File: src/rtl/core/tspl_pkg.sv
// ============================================================================
// tspl_pkg: shared types and constants of the twinkling star pool.
// Holds the sequencer states, the slot record, the colour table and the
// small arithmetic helpers used by the star pool.
// ============================================================================
package tspl_pkg;

    // Request codes carried on the func input.
    localparam logic FUNC_TICK  = 1'b0;
    localparam logic FUNC_PIXEL = 1'b1;

    // Star colour codes.
    localparam logic [1:0] COL_WHITE = 2'd0;
    localparam logic [1:0] COL_WARM  = 2'd1;
    localparam logic [1:0] COL_PALE  = 2'd2;

    // Minimum time between two spawns, in milliseconds.
    localparam logic [31:0] SPAWN_GAP_MS = 32'd300;

    // Full brightness of the envelope.
    localparam logic [7:0] LEVEL_FULL = 8'd255;

    // floor(x / 3) for x below 4096 is (x * 2731) >> 13.
    localparam logic [11:0] THIRD_RECIP = 12'd2731;

    // Sequencer states.
    typedef enum logic [3:0] {
        S_IDLE,
        S_T_SLOT,
        S_T_LOAD,
        S_T_CALC,
        S_T_SETUP,
        S_T_DIV,
        S_T_WB,
        S_P_SCAN,
        S_P_LOAD,
        S_OUT
    } t_state;

    // One star slot as kept in the slot memory.
    typedef struct packed {
        logic [15:0] position;
        logic [1:0]  colour;
        logic [31:0] start;
        logic [11:0] lifetime;
        logic [7:0]  level;
    } t_slot;

    typedef struct packed {
        logic [7:0] red;
        logic [7:0] green;
        logic [7:0] blue;
    } t_rgb;

    // Night sky background colour.
    localparam t_rgb SKY_RGB = '{red: 8'd5, green: 8'd5, blue: 8'd40};

    // Base colour of a star; the unused code shows as pale yellow.
    function automatic t_rgb star_rgb(input logic [1:0] colour);
        t_rgb c;
        unique case (colour)
            COL_WHITE: c = '{red: 8'd255, green: 8'd255, blue: 8'd255};
            COL_WARM:  c = '{red: 8'd255, green: 8'd255, blue: 8'd200};
            default:   c = '{red: 8'd255, green: 8'd240, blue: 8'd150};
        endcase
        return c;
    endfunction

    // Video-mode scaling: a lit channel never drops to zero at a nonzero level.
    function automatic logic [7:0] video_scale(input logic [7:0] c, input logic [7:0] s);
        logic [15:0] p;
        p = c * s;
        if (c == 8'd0) begin
            return 8'd0;
        end
        return p[15:8] + {7'd0, (s != 8'd0)};
    endfunction

    // One third of a lifetime, rounded down.
    function automatic logic [11:0] third_of(input logic [11:0] life);
        logic [23:0] p;
        p = life * THIRD_RECIP;
        return {1'b0, p[23:13]};
    endfunction

endpackage

File: src/rtl/core/twinkling_star_pool_led_effect_top.sv
// ============================================================================
// twinkling_star_pool_led_effect_top: pool of twinkling stars over a sky strip.
// Frame ticks spawn, age and end stars; pixel reads return an LED's colour.
// ============================================================================
//
// One item is taken when start is high and busy is low, and its single result
// shows on the result ports for one cycle with o_strobe high. A frame tick
// walks the slot memory one slot at a time: a free slot is skipped unless a
// spawn takes it, and a live slot is loaded and aged; its brightness comes
// from an 8-bit quotient that one shared restoring divider forms one bit per
// cycle (a slot that holds at full level skips the divider, and one that
// ends is freed without a write). A pixel read scans the slots with one slot
// memory read per live slot and then forms its result; a read beyond the
// strip skips the scan. The result cannot be held off by the receiver.
// The num_leds register is written while the block is idle; each write
// clears all stars.
//
module twinkling_star_pool_led_effect_top
    import tspl_pkg::*;
#(
    parameter int STAR_SLOTS = 16
) (
    input  logic        i_clk,
    input  logic        i_rst_n,
    input  logic        start,
    output logic        busy,
    input  logic        i_func,
    input  logic [31:0] i_elapsed_ms,
    input  logic [15:0] i_rand_position,
    input  logic [1:0]  i_rand_colour,
    input  logic [11:0] i_rand_duration,
    input  logic [15:0] i_pixel_index,
    input  logic        i_cfg_valid,
    output logic        o_cfg_ready,
    input  logic [15:0] i_cfg_data,
    output logic        o_strobe,
    output logic [7:0]  o_red,
    output logic [7:0]  o_green,
    output logic [7:0]  o_blue,
    output logic        o_star_lit
);

    localparam int IW = (STAR_SLOTS > 1) ? $clog2(STAR_SLOTS) : 1;
    localparam int CW = $clog2(STAR_SLOTS + 1);

    // Control state.
    t_state                  r_state, n_state;
    logic [15:0]             r_num_leds;
    logic [STAR_SLOTS-1:0]   r_active;
    logic [31:0]             r_last;
    logic [CW-1:0]           r_cnt;
    logic                    r_pending;
    logic                    r_strobe;

    // Captured item.
    logic                    r_func;
    logic [31:0]             r_now;
    logic [15:0]             r_pos;
    logic [1:0]              r_col;
    logic [11:0]             r_dur;
    logic [15:0]             r_px;

    // Slot working copy and envelope datapath.
    t_slot                   r_work;
    t_slot                   r_rd;
    t_slot                   r_mem [STAR_SLOTS];
    logic [11:0]             r_age;
    logic                    r_dead;
    logic [11:0]             r_third;
    logic [19:0]             r_rem;
    logic [18:0]             r_dsh;
    logic [7:0]              r_q;
    logic [2:0]              r_bit;
    logic                    r_fade;

    // Pixel read result.
    logic                    r_hit;
    logic [1:0]              r_hcol;
    logic [7:0]              r_hlvl;

    // Output registers.
    logic [7:0]              r_red, r_green, r_blue;
    logic                    r_lit;

    // Decoded control.
    logic                    accept;
    logic                    cfg_we;
    logic                    mem_we;
    logic                    cnt_inc;
    logic                    at_end;
    logic                    cur_active;
    logic                    do_spawn;
    logic                    spawn_due;
    logic [IW-1:0]           w_idx;

    // Envelope arithmetic.
    logic [31:0]             age_full;
    logic                    dead_now;
    logic [12:0]             two_third;
    logic [11:0]             two_third_s;
    logic [19:0]             ramp_num;
    logic [11:0]             fade_age;
    logic [19:0]             fade_num;
    logic [11:0]             fade_len;
    logic                    in_ramp;
    logic                    in_hold;
    logic [19:0]             trial;
    logic                    div_ge;
    logic [7:0]              new_level;
    t_slot                   wr_slot;
    t_rgb                    base_rgb;

    // Slot pointer and its status.
    assign w_idx      = r_cnt[IW-1:0];
    assign at_end     = (r_cnt == CW'(STAR_SLOTS));
    assign cur_active = r_active[w_idx];
    assign do_spawn   = r_pending && !cur_active;

    // A tick is due to spawn once the spawn gap has passed since the last one.
    assign spawn_due = (i_func == FUNC_TICK) && ((i_elapsed_ms - r_last) >= SPAWN_GAP_MS);

    // Age of the slot and the envelope break points.
    assign age_full    = r_now - r_work.start;
    assign dead_now    = (age_full >= {20'd0, r_work.lifetime});
    assign two_third   = {r_third, 1'b0};
    assign two_third_s = two_third[11:0];
    assign in_ramp     = (r_age < r_third);
    assign in_hold     = ({1'b0, r_age} < two_third);
    assign ramp_num    = {r_age, 8'd0} - {8'd0, r_age};
    assign fade_age    = r_age - two_third_s;
    assign fade_num    = {fade_age, 8'd0} - {8'd0, fade_age};
    assign fade_len    = r_work.lifetime - two_third_s;

    // One restoring step of the shared divider.
    assign trial     = {1'b0, r_dsh};
    assign div_ge    = (r_rem >= trial);
    assign new_level = r_fade ? (LEVEL_FULL - r_q) : r_q;

    always_comb begin
        wr_slot       = r_work;
        wr_slot.level = new_level;
    end

    assign base_rgb = star_rgb(r_hcol);

    // Next state.
    always_comb begin
        n_state = r_state;
        unique case (r_state)
            S_IDLE: begin
                if (start) begin
                    if (i_func == FUNC_TICK) begin
                        n_state = S_T_SLOT;
                    end else if (i_pixel_index >= r_num_leds) begin
                        n_state = S_OUT;
                    end else begin
                        n_state = S_P_SCAN;
                    end
                end
            end
            S_T_SLOT: begin
                if (at_end) begin
                    n_state = S_OUT;
                end else if (do_spawn) begin
                    n_state = S_T_CALC;
                end else if (cur_active) begin
                    n_state = S_T_LOAD;
                end
            end
            S_T_LOAD:  n_state = S_T_CALC;
            S_T_CALC:  n_state = S_T_SETUP;
            S_T_SETUP: begin
                if (r_dead) begin
                    n_state = S_T_SLOT;
                end else if (in_ramp || !in_hold) begin
                    n_state = S_T_DIV;
                end else begin
                    n_state = S_T_WB;
                end
            end
            S_T_DIV: begin
                if (r_bit == 3'd0) begin
                    n_state = S_T_WB;
                end
            end
            S_T_WB:    n_state = S_T_SLOT;
            S_P_SCAN: begin
                if (at_end) begin
                    n_state = S_OUT;
                end else if (cur_active) begin
                    n_state = S_P_LOAD;
                end
            end
            S_P_LOAD:  n_state = S_P_SCAN;
            S_OUT:     n_state = S_IDLE;
            default:   n_state = S_IDLE;
        endcase
    end

    // Sequencer outputs.
    always_comb begin
        busy        = (r_state != S_IDLE);
        o_cfg_ready = (r_state == S_IDLE);
        accept      = start && (r_state == S_IDLE);
        cfg_we      = i_cfg_valid && (r_state == S_IDLE);
        mem_we      = (r_state == S_T_WB);
        cnt_inc     = 1'b0;
        unique case (r_state)
            S_T_SLOT:  cnt_inc = !at_end && !do_spawn && !cur_active;
            S_T_SETUP: cnt_inc = r_dead;
            S_T_WB:    cnt_inc = 1'b1;
            S_P_SCAN:  cnt_inc = !at_end && !cur_active;
            S_P_LOAD:  cnt_inc = 1'b1;
            default:   cnt_inc = 1'b0;
        endcase
    end

    // Control registers.
    always_ff @(posedge i_clk) begin
        if (!i_rst_n) begin
            r_state    <= S_IDLE;
            r_num_leds <= '0;
            r_active   <= '0;
            r_last     <= '0;
            r_cnt      <= '0;
            r_pending  <= 1'b0;
            r_strobe   <= 1'b0;
        end else begin
            r_state  <= n_state;
            r_strobe <= (r_state == S_OUT);
            if (cfg_we) begin
                r_num_leds <= i_cfg_data;
                r_active   <= '0;
            end
            if (accept) begin
                r_cnt     <= '0;
                r_pending <= spawn_due;
                if (spawn_due) begin
                    r_last <= i_elapsed_ms;
                end
            end else if (cnt_inc) begin
                r_cnt <= CW'(r_cnt + 1'b1);
            end
            // A spawn takes the lowest free slot; an expired star frees its slot.
            if (r_state == S_T_SLOT && !at_end && do_spawn) begin
                r_pending       <= 1'b0;
                r_active[w_idx] <= 1'b1;
            end
            if (r_state == S_T_SETUP && r_dead) begin
                r_active[w_idx] <= 1'b0;
            end
        end
    end

    // Item capture and the envelope datapath.
    always_ff @(posedge i_clk) begin
        if (accept) begin
            r_func <= i_func;
            r_now  <= i_elapsed_ms;
            r_pos  <= i_rand_position;
            r_col  <= i_rand_colour;
            r_dur  <= i_rand_duration;
            r_px   <= i_pixel_index;
            r_hit  <= 1'b0;
        end
        unique case (r_state)
            S_T_SLOT: begin
                r_work <= '{position: r_pos, colour: r_col, start: r_now,
                            lifetime: r_dur, level: 8'd0};
            end
            S_T_LOAD: begin
                r_work <= r_rd;
            end
            S_T_CALC: begin
                r_age   <= age_full[11:0];
                r_dead  <= dead_now;
                r_third <= third_of(r_work.lifetime);
            end
            S_T_SETUP: begin
                r_bit <= 3'd7;
                if (in_ramp) begin
                    r_rem  <= ramp_num;
                    r_dsh  <= {r_third, 7'd0};
                    r_fade <= 1'b0;
                    r_q    <= 8'd0;
                end else if (in_hold) begin
                    r_fade <= 1'b0;
                    r_q    <= LEVEL_FULL;
                end else begin
                    r_rem  <= fade_num;
                    r_dsh  <= {fade_len, 7'd0};
                    r_fade <= 1'b1;
                    r_q    <= 8'd0;
                end
            end
            S_T_DIV: begin
                if (div_ge) begin
                    r_rem <= r_rem - trial;
                end
                r_q   <= {r_q[6:0], div_ge};
                r_dsh <= r_dsh >> 1;
                r_bit <= r_bit - 3'd1;
            end
            S_P_LOAD: begin
                // The highest matching slot wins, so later hits overwrite.
                if (r_rd.position == r_px) begin
                    r_hit  <= 1'b1;
                    r_hcol <= r_rd.colour;
                    r_hlvl <= r_rd.level;
                end
            end
            default: begin
            end
        endcase
    end

    // Slot memory: one write and one registered read per cycle.
    always_ff @(posedge i_clk) begin
        if (mem_we) begin
            r_mem[w_idx] <= wr_slot;
        end
        r_rd <= r_mem[w_idx];
    end

    // Result formation.
    always_ff @(posedge i_clk) begin
        if (r_state == S_OUT) begin
            if (r_func == FUNC_TICK || r_px >= r_num_leds) begin
                r_red   <= 8'd0;
                r_green <= 8'd0;
                r_blue  <= 8'd0;
                r_lit   <= 1'b0;
            end else if (r_hit) begin
                r_red   <= video_scale(base_rgb.red, r_hlvl);
                r_green <= video_scale(base_rgb.green, r_hlvl);
                r_blue  <= video_scale(base_rgb.blue, r_hlvl);
                r_lit   <= 1'b1;
            end else begin
                r_red   <= SKY_RGB.red;
                r_green <= SKY_RGB.green;
                r_blue  <= SKY_RGB.blue;
                r_lit   <= 1'b0;
            end
        end
    end

    assign o_strobe   = r_strobe;
    assign o_red      = r_red;
    assign o_green    = r_green;
    assign o_blue     = r_blue;
    assign o_star_lit = r_lit;

endmodule

File: config.mk
export PLATFORM = sky130hd
export DESIGN_NAME = twinkling_star_pool_led_effect_top
export DESIGN_NICKNAME = d
export VERILOG_FILES = /design/src/rtl/core/tspl_pkg.sv /design/src/rtl/core/twinkling_star_pool_led_effect_top.sv
export SDC_FILE = /design/constraint.sdc
export NUM_CORES = 2
export LEC_CHECK = 0
export ABC_CLOCK_PERIOD_IN_PS = 8000
export BUFFER_PORTS_ARGS = -buffer_cell sky130_fd_sc_hd__buf_2
export CAP_MARGIN = 20
export CORE_MARGIN = 2
export CORE_UTILIZATION = 60
export DETAILED_ROUTE_END_ITERATION = 10
export GPL_ROUTABILITY_DRIVEN = 0
export PLACE_DENSITY = 0.77
export SLEW_MARGIN = 20
export SYNTH_ARGS = -nofsm -noshare
export SYNTH_HDL_FRONTEND = slang
export SYNTH_SLANG_ARGS = --single-unit
File: constraint.sdc
create_clock -name i_clk -period 8 [get_ports i_clk]
set_input_delay 0.8 -clock i_clk [delete_from_list [all_inputs] [get_ports i_clk]]
set_output_delay 0.8 -clock i_clk [all_outputs]
set_load 0.05 [all_outputs]
==> impl_metrics.csv <==
group,metric,value,unit
status,status,"finished clean",
sta,finalCriticalPeriod,6.56,ns
setup_path,start_kind,"register",
route,wire_per_inst,26.4,µm
cts,insertion_delay,0.79,ns
synth,ys_warn_count,0,
final_layout,final_util,67.5,%
setup_path,cp_max_fo,18,
cts,clk_path_buf_depth,3,
cts,cts_resized,0,
synth,synth_nets,5166,
grt,grt_start_max_net_pins,162,
cts,cts_setup_buffers,0,
synth,yosys-top-cells-area,"edfxtp_1, mux4_2, ha_1",
final_layout,fill_cells,7635,
sta,worst_pin_slew,1.17,ns
pwr,peakVddDrop,0.000792,V
synth,synth_top_area_share,57.6,%
route,highest_layer,"met5",
grt,overflow,0,
flow_run,drv_cap,0,
cts,numCtsBuffers,153,
floorplan,die_y,349,µm
route,vias,40800,
floorplan,io_pins,127,
setup_path,critical_path_class,"register to register",
route,route.detailed.drc,0,
grt,grt_pass1_vias,41300,
route,wl_met1,67.2,mm
sta,setup_ws,1.44,ns
sta,period_share,82.0,%
sta,maxSlewHeadroom,21.7,%
setup_path,crit_required,8.53,ns
synth,synth_ff_type,"edfxtp_1",
place,place_worst_setup_slack,1.52,ns
synth,syn_avg_cell_area,15.6,µm²
cts,cts-root-buf,"clkbuf_16",
route,met2_length,83.1,mm
grt,track_usage,28.3,%
sta,hold_viol,0,
place,dp_hpwl,96.9,mm
cts,cts_sinks,1517,
cts,tritoncts,"done",
synth,synth_area,71500,µm²
pwr,leakagePower,28.3,nW
sta,finalSetupTns,0,ns
synth,yosysMostFrequentCell,"edfxtp_1",
floorplan,num_rows,126,
cts,cts-htree-levels,4,
cts,holdBufCountCts,0,
synth,yosys-top-cells-count,"edfxtp_1, inv_1, ha_1",
setup_path,worstPathArrival,7.09,ns
sta,final_max_slew_viol_count,0,
route,first_pass_iters,6,
grt,antenna_found_initial,3,
sta,clock.fmax,153,MHz
place,port_buffers,126,
final_layout,syn2layout_area_growth,11.4,%
synth,synth_cell_type_count,91,
sta,skew,0.0260,ns
floorplan,initial_core_util,60.6,%
grt,grt_pass1_wl,256,mm
route,vias_per_cell,6.33,
synth,async_flop_share,0,%
hold_path,hold_depth,1,
synth,synth-edff-count,1371,
pwr,power_density,387,nW/µm²
setup_path,reg2reg_depth,24,
route,route.met3.wl,13.5,mm
final_layout,drive_above_1_share,18.8,%
route,ant_nets,0,
synth,synth_seq_cells,1517,
floorplan,coreArea,118000,µm²
synth,ys_seq_area_share,61.7,%
sta,rsz0062_at_grt,"no",
floorplan,die_area,122000,µm²
cts,clk_pin_slew,0.06,ns
setup_path,cp-end-kind,"register",
route,drt_iter0_markers,4615,
synth,synthCells,4586,
route,routed_wl,170,mm
synth,synth_top_area_cell,"edfxtp_1",
floorplan,die_width,349,µm
sta,setup_viol,0,
hold_path,hold_class,"input port to register",
final_layout,final_nets,5354,
routing by layer:
metal	up-vias	GRT usage, %
met1	20600	38.6
met3	379	4.81
met5	-	0
met4	2	10.9
li1	17800	-
met2	1969	46.0
kinds of logic (layout without fill, tap and decap cells):
group	count (synthesis)	count (layout)	share of synthesized area, %
compound gates	629	629	5.79
flops	1517	1517	61.7
xor+xnor	162	162	1.98
simple gates	729	729	4.91
buf+inv	604	923	3.20
mux	461	461	12.8
fa+ha+maj	484	484	9.68
other cells	0	2	0
worst max-delay path, stage by stage, from the launching register on:
cell	delay (ns)
edfxtp_1	0.60
nand2b_1	0.30
inv_1	0.14
nand2_1	0.13
nor2_1	0.34
a21oi_1	0.10
a21boi_0	0.15
ha_1	0.34
fa_1	0.50
fa_1	0.49
inv_1	0.05
fa_1	0.48
inv_1	0.04
ha_1	0.19
or2_2	0.30
a311o_1	0.36
a41oi_1	0.43
nor2b_1	0.09
o21ai_0	0.17
nand2b_1	0.21
a211o_1	0.35
a22oi_1	0.19
o211ai_1	0.13
xnor2_1	0.16
nor2_1	0.05
path summary, 6_finish.rpt:
kind	start	slack, ns	end
setup / recovery	r_hcol[1]	1.44	o_blue[7]
hold / removal	i_rand_position[11]	0.18	r_pos[11]
hold reg to reg	r_rd[5]	0.40	r_hlvl[5]
setup reg to reg	r_hcol[1]	1.44	o_blue[7]
stage by stage:
| stage | area (µm²) | power (mW) | hold slack, ns | instances |
|---|---|---|---|---|
| after global routing | 79700 | 32.8 | 0.160 | 6441 |
| after detailed placement | 74200 | 23.1 | 0.391 | 6154 |
| after floorplan | 71500 | 20.0 | 0.386 | 4586 |
| after CTS | 79600 | 30.9 | 0.143 | 6440 |
| after global placement | 74100 | 22.7 | 0.386 | 6153 |
| final | 79700 | 30.8 | 0.179 | 6443 |
state kept, by name, summed over array words and instances (netlist names), 11 cells and up:
signal      flops
r_mem        1120
r_rd           70
r_work         62
r_last         32
r_now          32
r_rem          20
r_dsh          19
r_active       16
r_num_leds     16
r_pos          16
r_px           16
r_age          12
r_dur          12
r_third        11
placed cells by master (no fill, tap or decap), types with 69 or more instances in the layout:
cell and count:
clkbuf_16 157, nand2_1 181, edfxtp_1 1371, o21ai_0 134, inv_1 441, nor2_1 215
mux4_2 355, a21oi_1 156, fa_1 116, ha_1 365, buf_2 126, a21o_1 70
xor2_1 69, xnor2_1 89, dfxtp_1 142
report_power, final:
part | leakage (nW) | total (mW) | internal [mW] | switching (mW)
logic | 12.1 | 11.5 | 4.91 | 6.59
registers | 13.6 | 11.6 | 10.6 | 1.01
clock network | 2.64 | 7.67 | 4.53 | 3.14
cell type report:
| type | instances | area [µm²] | area share (%) |
|---|---|---|---|
| flip-flops and latches | 1517 | 44100 | 55.4 |
| multi-input cells | 2465 | 25300 | 31.8 |
| clock buffers | 196 | 4230 | 5.30 |
| well taps | 1536 | 1920 | 2.41 |
| inverters | 444 | 1670 | 2.10 |
| clock inverters | 90 | 1210 | 1.52 |
| repair buffers | 193 | 1200 | 1.50 |
| diodes | 2 | 5.00 | 0.00628 |
Note: power is estimated with default switching activity, not from simulation.
